--- src/hw/rtl/tcpq_pkg.sv ---
// Shared types and constants for the two-class priority queue.
// No dependencies; used by tcpq_cell, two_class_priority_queue_top and the testbench.
package tcpq_pkg;

  localparam int unsigned ID_W  = 16;
  localparam int unsigned OCC_W = 5;

  typedef enum logic [1:0] {
    KIND_ADD    = 2'd0,
    KIND_REMOVE = 2'd1,
    KIND_DEPART = 2'd2,
    KIND_CHECK  = 2'd3
  } kind_e;

  typedef enum logic [1:0] {
    ST_IDLE,
    ST_CMP,
    ST_APPLY
  } state_e;

  typedef enum logic {
    REG_QUEUE_TYPE = 1'b0,
    REG_ID_LIMIT   = 1'b1
  } reg_e;

  typedef struct packed {
    kind_e           kind;
    logic [ID_W-1:0] entry_id;
    logic            entry_class;
    logic            urgent;
  } cmd_t;

  typedef struct packed {
    logic             ok;
    logic [OCC_W-1:0] occupancy;
    logic [ID_W-1:0]  departed_id;
  } res_t;

  // per-cell load selects, at most one set per cycle
  typedef struct packed {
    logic ld_new;
    logic from_left;
    logic from_right;
  } cell_ctl_t;

endpackage

--- src/hw/rtl/tcpq_cell.sv ---
// One queue slot: holds an id and its urgent flag, loads from either neighbor
// or from the incoming word. Depends on tcpq_pkg.
module tcpq_cell
  import tcpq_pkg::*;
(
  input  logic            clk_i,
  input  cell_ctl_t       ctl_i,
  input  logic [ID_W-1:0] new_id_i,
  input  logic            new_urg_i,
  input  logic [ID_W-1:0] left_id_i,
  input  logic            left_urg_i,
  input  logic [ID_W-1:0] right_id_i,
  input  logic            right_urg_i,
  input  logic [ID_W-1:0] cmp_id_i,
  output logic [ID_W-1:0] id_o,
  output logic            urg_o,
  output logic            hit_o
);

  logic [ID_W-1:0] id_q, id_d;
  logic            urg_q, urg_d;

  always_comb begin
    id_d  = id_q;
    urg_d = urg_q;
    if (ctl_i.ld_new) begin
      id_d  = new_id_i;
      urg_d = new_urg_i;
    end else if (ctl_i.from_left) begin
      id_d  = left_id_i;
      urg_d = left_urg_i;
    end else if (ctl_i.from_right) begin
      id_d  = right_id_i;
      urg_d = right_urg_i;
    end
  end

  always_ff @(posedge clk_i) begin
    id_q  <= id_d;
    urg_q <= urg_d;
  end

  assign id_o  = id_q;
  assign urg_o = urg_q;
  assign hit_o = (id_q == cmp_id_i);

endmodule

--- src/hw/rtl/two_class_priority_queue_top.sv ---
// Two-class priority queue: a row of QUEUE_DEPTH slot cells plus control.
// A word accepted at an edge passes capture, slot compare across the row and
// row shift/update, then gives its result strobe; busy is low again in that
// result cycle, so a new word is taken only once the last one is through.
// Reset clears the count, state, result strobe and config registers; slot contents are not reset.
// The receiver cannot stall; each result is shown for one cycle only.
module two_class_priority_queue_top
  import tcpq_pkg::*;
#(
  parameter int unsigned QUEUE_DEPTH = 16
) (
  input  logic        clk_i,
  input  logic        rst_ni,
  input  logic        start,
  output logic        busy,
  input  cmd_t        cmd_i,
  output logic        result_valid_o,
  output res_t        result_o,
  input  logic        psel,
  input  logic        penable,
  input  logic        pwrite,
  input  logic [2:0]  paddr,
  input  logic [31:0] pwdata,
  output logic [31:0] prdata,
  output logic        pready
);

  localparam int unsigned N  = QUEUE_DEPTH;
  localparam int unsigned CW = $clog2(QUEUE_DEPTH + 1);

  // configuration
  logic            queue_type_q;
  logic [ID_W-1:0] id_limit_q;
  logic            cfg_wr;
  reg_e            cfg_sel;

  assign pready  = 1'b1;
  assign cfg_wr  = psel & penable & pwrite;
  assign cfg_sel = reg_e'(paddr[2]);

  always_ff @(posedge clk_i or negedge rst_ni) begin
    if (!rst_ni) begin
      queue_type_q <= 1'b0;
      id_limit_q   <= '1;
    end else if (cfg_wr) begin
      unique case (cfg_sel)
        REG_QUEUE_TYPE: queue_type_q <= pwdata[0];
        REG_ID_LIMIT:   id_limit_q   <= pwdata[ID_W-1:0];
        default: ;
      endcase
    end
  end

  always_comb begin
    unique case (cfg_sel)
      REG_QUEUE_TYPE: prdata = {31'd0, queue_type_q};
      REG_ID_LIMIT:   prdata = {{(32-ID_W){1'b0}}, id_limit_q};
      default:        prdata = '0;
    endcase
  end

  // control
  state_e        state_q, state_d;
  cmd_t          cmd_q;
  logic [CW-1:0] count_q, count_d;
  logic [N-1:0]  match_q;
  logic          found_q;
  logic          res_valid_q;
  res_t          res_q;
  logic          accept, cmp_en, apply_en;

  assign accept = start & ~busy;

  always_comb begin
    state_d = state_q;
    unique case (state_q)
      ST_IDLE:  if (start) state_d = ST_CMP;
      ST_CMP:   state_d = ST_APPLY;
      ST_APPLY: state_d = ST_IDLE;
      default:  state_d = ST_IDLE;
    endcase
  end

  always_comb begin
    busy     = 1'b1;
    cmp_en   = 1'b0;
    apply_en = 1'b0;
    unique case (state_q)
      ST_IDLE:  busy     = 1'b0;
      ST_CMP:   cmp_en   = 1'b1;
      ST_APPLY: apply_en = 1'b1;
      default:  busy     = 1'b1;
    endcase
  end

  // cell row
  logic [ID_W-1:0] id_v [N];
  logic [N-1:0]    urg_v, hit_v, valid_v;
  logic [N-1:0]    add_at, add_prev, del_vec, del_at;
  cell_ctl_t       ctl_v [N];

  logic lim_ok, add_ok, rem_ok, dep_ok, chk_ok, do_del;

  always_comb begin
    for (int i = 0; i < N; i++) begin
      valid_v[i] = (count_q > CW'(i));
    end
  end

  assign lim_ok = (cmd_q.entry_id <= id_limit_q);
  assign add_ok = (cmd_q.kind == KIND_ADD) && (cmd_q.entry_class == queue_type_q)
                  && !found_q && (count_q < CW'(N));
  assign rem_ok = (cmd_q.kind == KIND_REMOVE) && lim_ok && found_q;
  assign dep_ok = (cmd_q.kind == KIND_DEPART) && (count_q != '0);
  assign chk_ok = (cmd_q.kind == KIND_CHECK) && lim_ok && found_q;
  assign do_del = rem_ok | dep_ok;

  // urgent entries form a prefix, so the insert point is the first slot
  // that is not a valid urgent one; a normal add lands at the first free slot
  assign add_at   = cmd_q.urgent ? ~(urg_v & valid_v) : ~valid_v;
  assign add_prev = {add_at[N-2:0], 1'b0};
  // one-hot delete point; every slot from it upward pulls from its right
  assign del_vec  = dep_ok ? N'(1) : match_q;
  assign del_at   = ~(del_vec - N'(1));

  for (genvar g = 0; g < N; g++) begin : g_cell
    logic [ID_W-1:0] l_id, r_id;
    logic            l_urg, r_urg;

    if (g == 0) begin : g_first
      assign l_id  = id_v[g];
      assign l_urg = urg_v[g];
    end else begin : g_mid_l
      assign l_id  = id_v[g-1];
      assign l_urg = urg_v[g-1];
    end
    if (g == N - 1) begin : g_last
      assign r_id  = id_v[g];
      assign r_urg = urg_v[g];
    end else begin : g_mid_r
      assign r_id  = id_v[g+1];
      assign r_urg = urg_v[g+1];
    end

    assign ctl_v[g].ld_new     = apply_en & add_ok & add_at[g] & ~add_prev[g];
    assign ctl_v[g].from_left  = apply_en & add_ok & add_at[g] & add_prev[g];
    assign ctl_v[g].from_right = apply_en & do_del & del_at[g];

    tcpq_cell u_cell (
      .clk_i       (clk_i),
      .ctl_i       (ctl_v[g]),
      .new_id_i    (cmd_q.entry_id),
      .new_urg_i   (cmd_q.urgent),
      .left_id_i   (l_id),
      .left_urg_i  (l_urg),
      .right_id_i  (r_id),
      .right_urg_i (r_urg),
      .cmp_id_i    (cmd_q.entry_id),
      .id_o        (id_v[g]),
      .urg_o       (urg_v[g]),
      .hit_o       (hit_v[g])
    );
  end

  always_comb begin
    count_d = count_q;
    if (apply_en) begin
      if (add_ok)      count_d = count_q + CW'(1);
      else if (do_del) count_d = count_q - CW'(1);
    end
  end

  always_ff @(posedge clk_i or negedge rst_ni) begin
    if (!rst_ni) begin
      state_q     <= ST_IDLE;
      count_q     <= '0;
      res_valid_q <= 1'b0;
    end else begin
      state_q     <= state_d;
      count_q     <= count_d;
      res_valid_q <= apply_en;
    end
  end

  always_ff @(posedge clk_i) begin
    if (accept) cmd_q <= cmd_i;
    if (cmp_en) begin
      match_q <= hit_v & valid_v;
      found_q <= |(hit_v & valid_v);
    end
    if (apply_en) begin
      res_q.ok          <= add_ok | do_del | chk_ok;
      res_q.occupancy   <= OCC_W'(count_d);
      res_q.departed_id <= dep_ok ? id_v[0] : '0;
    end
  end

  assign result_valid_o = res_valid_q;
  assign result_o       = res_q;

  // checks
  a_result_follows_apply: assert property (@(posedge clk_i) disable iff (!rst_ni)
    (state_q == ST_APPLY) |=> result_valid_o)
    else $error("result strobe missing after update");

  a_count_bound: assert property (@(posedge clk_i) disable iff (!rst_ni)
    count_q <= CW'(N))
    else $error("entry count above depth");

  a_single_match: assert property (@(posedge clk_i) disable iff (!rst_ni)
    (state_q == ST_APPLY) |-> $onehot0(match_q))
    else $error("duplicate id held in queue");

  a_add_grows: assert property (@(posedge clk_i) disable iff (!rst_ni)
    (apply_en && add_ok) |=> (count_q == $past(count_q) + CW'(1)))
    else $error("successful add did not grow the queue");

endmodule

--- config.mk ---
export PLATFORM = sky130hd
export DESIGN_NAME = two_class_priority_queue_top
export DESIGN_NICKNAME = d
export VERILOG_FILES = /design/src/hw/rtl/tcpq_pkg.sv /design/src/hw/rtl/tcpq_cell.sv /design/src/hw/rtl/two_class_priority_queue_top.sv
export SDC_FILE = /design/constraint.sdc
export NUM_CORES = 1
export LEC_CHECK = 0
export BUFFER_PORTS_ARGS = -buffer_cell sky130_fd_sc_hd__buf_2
export CAP_MARGIN = 10
export CELL_PAD_IN_SITES_DETAIL_PLACEMENT = 2
export CELL_PAD_IN_SITES_GLOBAL_PLACEMENT = 2
export CORE_UTILIZATION = 38
export CTS_CLUSTER_DIAMETER = 50
export DETAILED_ROUTE_END_ITERATION = 10
export GPL_TIMING_DRIVEN = 0
export PLACE_DENSITY_LB_ADDON = 0.1
export SYNTH_ARGS = -nofsm -noshare
export SYNTH_HDL_FRONTEND = slang
export SYNTH_SLANG_ARGS = --single-unit
--- constraint.sdc ---
create_clock -name clk_i -period 4.4 [get_ports clk_i]
set_input_delay 0.22 -clock clk_i [delete_from_list [all_inputs] [get_ports clk_i]]
set_output_delay 0.22 -clock clk_i [all_outputs]
set_load 0.03 [all_outputs]
# --- Yosys cells after proc, flatten, opt, wreduce, memory -nomap -nowiden ---
# Index checks and enable logic that the tools add are counted.
totals:
  register_bits: 355
  inputBits: 61
  output_inout_bits: 57
  elab_cells: 314
classes:
  addsub: 3
  order_cmp: 18
  n_eq_ne: 23
  mux: 103
  n_bitwise: 90
  reduce_logical: 31
op_table:
  columns: ["cell", "count"]
  rows:
  - ["$mux 16", 47]
  - ["$eq 16x16->1", 16]
  - ["$and 1x1->1", 66]
  - ["$pmux 32 s2", 1]
  - ["$mux 1", 49]
  - ["$reduce_bool 3->1", 14]
  - ["$gt 5x4->1 const B", 8]
  - ["$and 16x16->16", 2]
  - ["$not 16->16", 2]
  - ["$gt 5x3->1 const B", 4]
  - ["$le 16x16->1", 1]
  - ["$not 1->1", 16]
  - ["$reduce_or 16->1", 1]
  - ["$mux 15", 1]
  - ["$mux 5", 3]
  - ["$not 15->15", 1]
  - ["$sub 15x1->15 const B", 1]
  - ["$gt 5x1->1 const B", 2]
  - ["$gt 5x2->1 const B", 2]
  - ["$logic_and 1x1->1", 8]
  - ["$eq 2x2->1 const B", 3]
  - ["$add 5x1->5 const B", 1]
  - ["$lt 5x5->1 const B", 1]
  - ["$reduce_bool 5->1", 1]
  - ["other kinds (11)", 17]

# --- Depth between registers and ports, before layout ---
logic_depth:
  depth_word: 9
  ltp_mapped: 14
  depth_no_buf: 10

# --- By module ---
# Synthesis repeated with hierarchy kept, for this count alone.
hier_totals:
  cells_unflattened: 2009
  area_unflattened_um2: 21893.5
by_module_without_submodules:
  columns: ["module", "n_inst", "cells_per_inst", "area_per_inst_um2", "seq_area_each_um2"]
  rows:
  - ["tcpq_cell", 16, 96, 1064.8, 510.5]
  - ["two_class_priority_queue_top", 1, 473, 4857.2, 2417.3]

# --- Worst setup path after synthesis ---
# No wires, ideal clock.
synth_timing:
  path_kind: "register -> register"
  from: "register count_q[0]"
  to: "register g_cell[10].u_cell.id_q[0], enable pin"
  setup_time_ps: 415
  arrival_ps: 4126
  t_required_ps: 3985
  slack_ps: -140
  path_stages_with_launch: 14
  path_cell_list: "dfrtp_1 -> buf_1 -> inv_1 -> ha_1 -> nor4b_4 -> or3b_2 -> clkbuf_1 -> clkbuf_1 -> nand2_1 -> ha_1 -> clkbuf_1 -> o21ai_0 -> xor2_1 -> o21ai_0"
synth_via:
  elab_chain_len: 7
  word_cells_on_any_way: 22
synth_rtl:
  columns: ["item", "line_no", "rtl"]
  rows:
  - ["from (decl)", "two_class_priority_queue_top.sv:65", "logic [CW-1:0] count_q, count_d;"]
  - ["from (signal assigned)", "two_class_priority_queue_top.sv:180", "count_q <= count_d;"]
  - ["$reduce_bool 5->1 or $gt 5x4->1 (tied branches)", "two_class_priority_queue_top.sv:114, two_class_priority_queue_top.sv:106", null]
  - ["$logic_and 1x1->1 or $and 16x16->16 (tied branches)", "two_class_priority_queue_top.sv:114, two_class_priority_queue_top.sv:120", null]
  - ["$mux 15 or $not 16->16 (tied branches)", "two_class_priority_queue_top.sv:123, two_class_priority_queue_top.sv:120", null]
  - ["$sub 15x1->15 or $mux 16 (tied branches)", "two_class_priority_queue_top.sv:124, two_class_priority_queue_top.sv:120", null]
  - ["$not 15->15, or another cell as far along", "two_class_priority_queue_top.sv:124", "assign del_at = ~(del_vec - N'(1));"]
  - ["$and 1x1->1 (on tied branches)", "two_class_priority_queue_top.sv:147, two_class_priority_queue_top.sv:145, two_class_priority_queue_top.sv:146", null]
  - ["$reduce_bool 3->1 (no line) *", null, null]
  - ["to (signal assigned)", "tcpq_cell.sv:39", "id_q <= id_d;"]
  - ["to (decl)", "tcpq_cell.sv:20", "logic [ID_W-1:0] id_q, id_d;"]
# Mark *: on every way between the ends. The rest lies on a longest branch, timed or not.
# A chain may end at the register's enable or synchronous reset.

# --- Worst setup path in the final report ---
layout_timing:
  from: "register cmd_q[2] (netlist name)"
  to: "register g_cell[2].u_cell.id_q[4], enable pin"
layout_via:
  elab_chain_len: 7
layout_rtl:
  columns: ["item", "line_no", "rtl"]
  rows:
  - ["from (decl)", "two_class_priority_queue_top.sv:64", "cmd_t cmd_q;"]
  - ["from (signal assigned)", "two_class_priority_queue_top.sv:186", "if (accept) cmd_q <= cmd_i;"]
  - ["$le 16x16->1", "two_class_priority_queue_top.sv:110", "assign lim_ok = (cmd_q.entry_id <= id_limit_q);"]
  - ["$logic_and 1x1->1 (2 in a row)", "two_class_priority_queue_top.sv:113", "assign rem_ok = (cmd_q.kind == KIND_REMOVE) && lim_ok && found_q;"]
  - ["$or 1x1->1", "two_class_priority_queue_top.sv:116", "assign do_del = rem_ok | dep_ok;"]
  - ["$and 1x1->1", null, null]
  - ["$and 1x1->1", "two_class_priority_queue_top.sv:147", "assign ctl_v[g].from_right = apply_en & do_del & del_at[g];"]
  - ["$reduce_bool 3->1 (no line)", null, null]
  - ["to (signal assigned)", "tcpq_cell.sv:39", null]
  - ["to (decl)", "tcpq_cell.sv:20", null]
# No other way between the ends.

==> impl_metrics.yaml <==
synth:
  synth-main-ff-cell: "edfxtp_1"
  yosys.area_share.simple_pct: 12.33
  synth_area_mm2: 0.02160
  synth_mux_area_share_pct: 13.15
  yosys_warnings: 0
  ys_types: 75
  avgSynthCellArea_um2: 10.70
  synth-seq-cells: 355
  synthXorXnorAreaFrac_pct: 10.82
  synth_edf_count: 330
  synth_cells: 2020
  synth_top_family_by_area: "multiplexers"
  yosysSeqAreaShare_pct: 48.86
  synthArstFlopShare_pct: 7.042
  synth_compound_area_share_pct: 9.121
  synth_fa_ha_area_share_pct: 1.332
clocking:
  cts_root_buf: "clkbuf_16"
  clkTransAtPathRegs_ns: 0.06
  numCtsBuffers: 55
  max-clock-path-buffers: 3
  clkSinkCount: 355
  htreeDepth: 2
  cts_tree: "built"
  clkLatencyLatePin_ns: 0.62
die:
  start_util_pct: 38.39
  fp.dieArea_mm2: 0.05781
  coreArea_mm2: 0.05628
  dieHeight_um: 240.4
  num_io_pins: 118
  die_w_um: 240.4
  num_rows: 87
setup_path:
  critPathLaunchType: "flip-flop"
  worstSetupEndpointType: "flip-flop"
  crit_path_top_delay_cell: "buf_2"
  worstPathCellList: "clkbuf_1 > buf_4 > inv_1 > ha_1 > nand2b_1 > a21oi_1 > o211ai_1 > nand4_1 > and2_1 > buf_2 > o21ai_2 > buf_4"
  slowest_delay_ns: 0.63
  crit_top_cell: "buf_4"
  arrival_ns: 4.61
  path_max_fanout: 12
  crit_required_ns: 4.76
  path_class: "flip-flop to flip-flop"
timing:
  rsz0062_at_grt: "no"
  maxSlewViolCount: 0
  fin_ws_ns: 0.1504
  slew_headroom_pct: 5.187
  finalHoldViolations: 0
  max_freq_mhz: 235.3
  tightest_slew_ns: 1.422
  worst_hold_slack_ns: 0.1148
  min_period_over_period_pct: 96.58
  setup_violations: 0
  fin_crit_ns: 4.250
  skew_ns: 0.02224
grt:
  grt_usage_pct: 34.80
  grt_antenna_before_repair: 1
  grt_pass1_wl_um: 140500
  grt_max_degree: 27
  grt_overflow: 0
  grt_pass1_vias: 18750
power_and_ir_drop:
  intPower_mw: 7.540
  p_sw_mw: 3.824
  p_leak_nw: 9.959
  p_clk_share_pct: 39.3
  power.share.sequential_pct: 36.1
  switching_share_pct: 33.65
  vdd_ir_drop_max_v: 0.0002763
  power_frac_comb_pct: 24.6
  pwr_density_cell_mw_per_mm2: 441.8
finish:
  finish.net_count: 2315
  seqCellArea_mm2: 0.01056
  multiInputGateArea_mm2: 0.01033
  nFillCells: 5810
  stdcell_count: 3032
  area_growth_pct: 19.06
  finalInstanceArea_mm2: 0.02572
  drive_gt1_share_pct: 16.66
placed_design:
  dp_worst_setup_slack_ns: -1.066
  port_buffers: 81
  dpl.cell_count: 2887
  dp_hpwl_um: 72930
  placed_area_mm2: 0.02327
  globalplace.congestion: 1.016
drt:
  routed_wl_um: 101100
  first_iter_violations: 2147
  post_drt_wl_per_cell_um: 33.34
  vias: 18090
  drc_errors: 0
  vias_per_cell: 5.966
  ant_nets: 0
  dr.pass1.iters: 5
job:
  cap_viol_max_count: 0
worst_hold_path:
  holdCritPathClass: "input port to flip-flop"
outcome:
  run_status: "finished clean"
==> registers in the layout, indices dropped and copies added, names as in the netlist <==
register             flops
cmd_q                   20
count_q                  5
found_q                  1
g_cell.u_cell.id_o     256
g_cell.u_cell.urg_o     16
id_limit_q              16
match_q                 15
queue_type_q             1
result_o                22
result_valid_o           1
state_q                  2
==> power by group through the flow <==
stage	sequential, mW	combinational, mW	clock [mW]
finish	4.11	2.79	4.46
global route	4.12	2.92	4.61
floorplan	4.11	1.68	0
CTS	4.09	2.71	4.49
global placement	4.16	2.53	0
detailed placement	4.16	2.64	0
==> cells in the mapped netlist, drive strengths merged (33+ instances only) <==
cell type	instances	area, µm²
nor4	63	409.1
mux2	49	589.3
edfxtp	330	9910
and2	37	231.5
o21ai	174	878.3
xor2	187	1638
inv	33	123.9
clkbuf	98	367.9
buf	73	444.2
a21oi	132	664.4
nor2	140	564.3
xnor2	80	700.7
nand2	173	649.4
mux2i	225	2252
==> critical path: cells and delay by family (launching register included) <==
| family | cells | cell delay [ns] |
|---|---|---|
| AOI/OAI and AO/OA | 3 | 0.58 |
| DFF | 1 | 0.33 |
| and+or+nand+nor | 3 | 0.89 |
| buffers and inverters | 5 | 1.88 |
| adders and majority gates | 1 | 0.27 |
==> per-layer routing <==
metal,track usage (%),part of all wire [%],vias to the layer above
li1,-,-,7669
met1,48.68,43,9367
met2,52.35,44,855
met3,6.073,8.4,198
met4,15.52,4.5,0
met5,0,0,-
==> final timing paths <==
| check | startpoint | endpoint | slack (ns) | cells past startpoint |
|---|---|---|---|---|
| setup / recovery | cmd_q[2] | g_cell[2].u_cell.id_o[4] | 0.15 | 12 |
| hold / removal | penable | queue_type_q | 0.11 | 4 |
| setup reg to reg | cmd_q[2] | g_cell[2].u_cell.id_o[4] | 0.15 | 12 |
| hold reg to reg | state_q[1] | state_q[1] | 0.54 | 1 |
| max in group asynchronous | rst_ni | count_q[2] | 3.83 | 2 |
| min in group asynchronous | rst_ni | state_q[1] | 0.17 | 2 |
==> layout by cell type (no fill, tap or decap), types with 6 or more instances in the layout <==
master,instances
edfxtp_1,330
mux2i_1,225
xor2_1,187
nand2_1,173
o21ai_0,158
nor2_1,133
a21oi_1,128
buf_2,127
clkbuf_1,94
xnor2_1,80
nor4_1,62
clkbuf_16,57
mux2_2,39
dlygate4sd3_1,38
and2_1,37
inv_1,33
nand4_1,29
nand3_1,22
ha_1,22
buf_4,21
nor3_1,20
conb_1,17
dfstp_2,16
buf_8,13
clkinv_2,11
mux2_4,10
dfrtp_1,9
clkinv_1,7
a21o_1,7
clkinv_4,7
nand2b_1,6
buf_6,6
o21ai_1,6
nand4b_1,6
or2_2,6
buf_12,6
==> through the flow <==
step	utilization [%]	power (mW)	setup TNS, ns
floorplan	-	5.794	0
global placement	40.89	6.689	-365.36
detailed placement	41.35	6.804	-189.23
CTS	45.54	11.30	0
global route	45.70	11.64	0
finish	45.71	11.36	0
==> layout make-up <==
cell class / count / share of cell area (%)
multi-input combinational: 1475 / 40.15
timing repair buffer: 141 / 4.339
buffer: 169 / 3.181
clock inverter: 38 / 1.406
sequential: 355 / 41.03
inverter: 34 / 0.4962
tap: 756 / 3.677
clock buffer: 63 / 5.711
antenna: 1 / 0.009729
==> logic make-up after synthesis <==
family | after synthesis
compound gates | 359
xor+xnor | 267
fa+ha+maj | 23
buf+inv | 205
flops | 355
mux | 274
other cells | 2
simple gates | 535
==> repair_timing <==
action	in CTS	in global routing
endpoints found under the hold margin	63	0
endpoints found under the setup margin	252	108
hold buffers	38	0
pin swaps	4	2
resized for setup	21	9
buffers inserted	4	2
(Power assumes the default switching activity.)
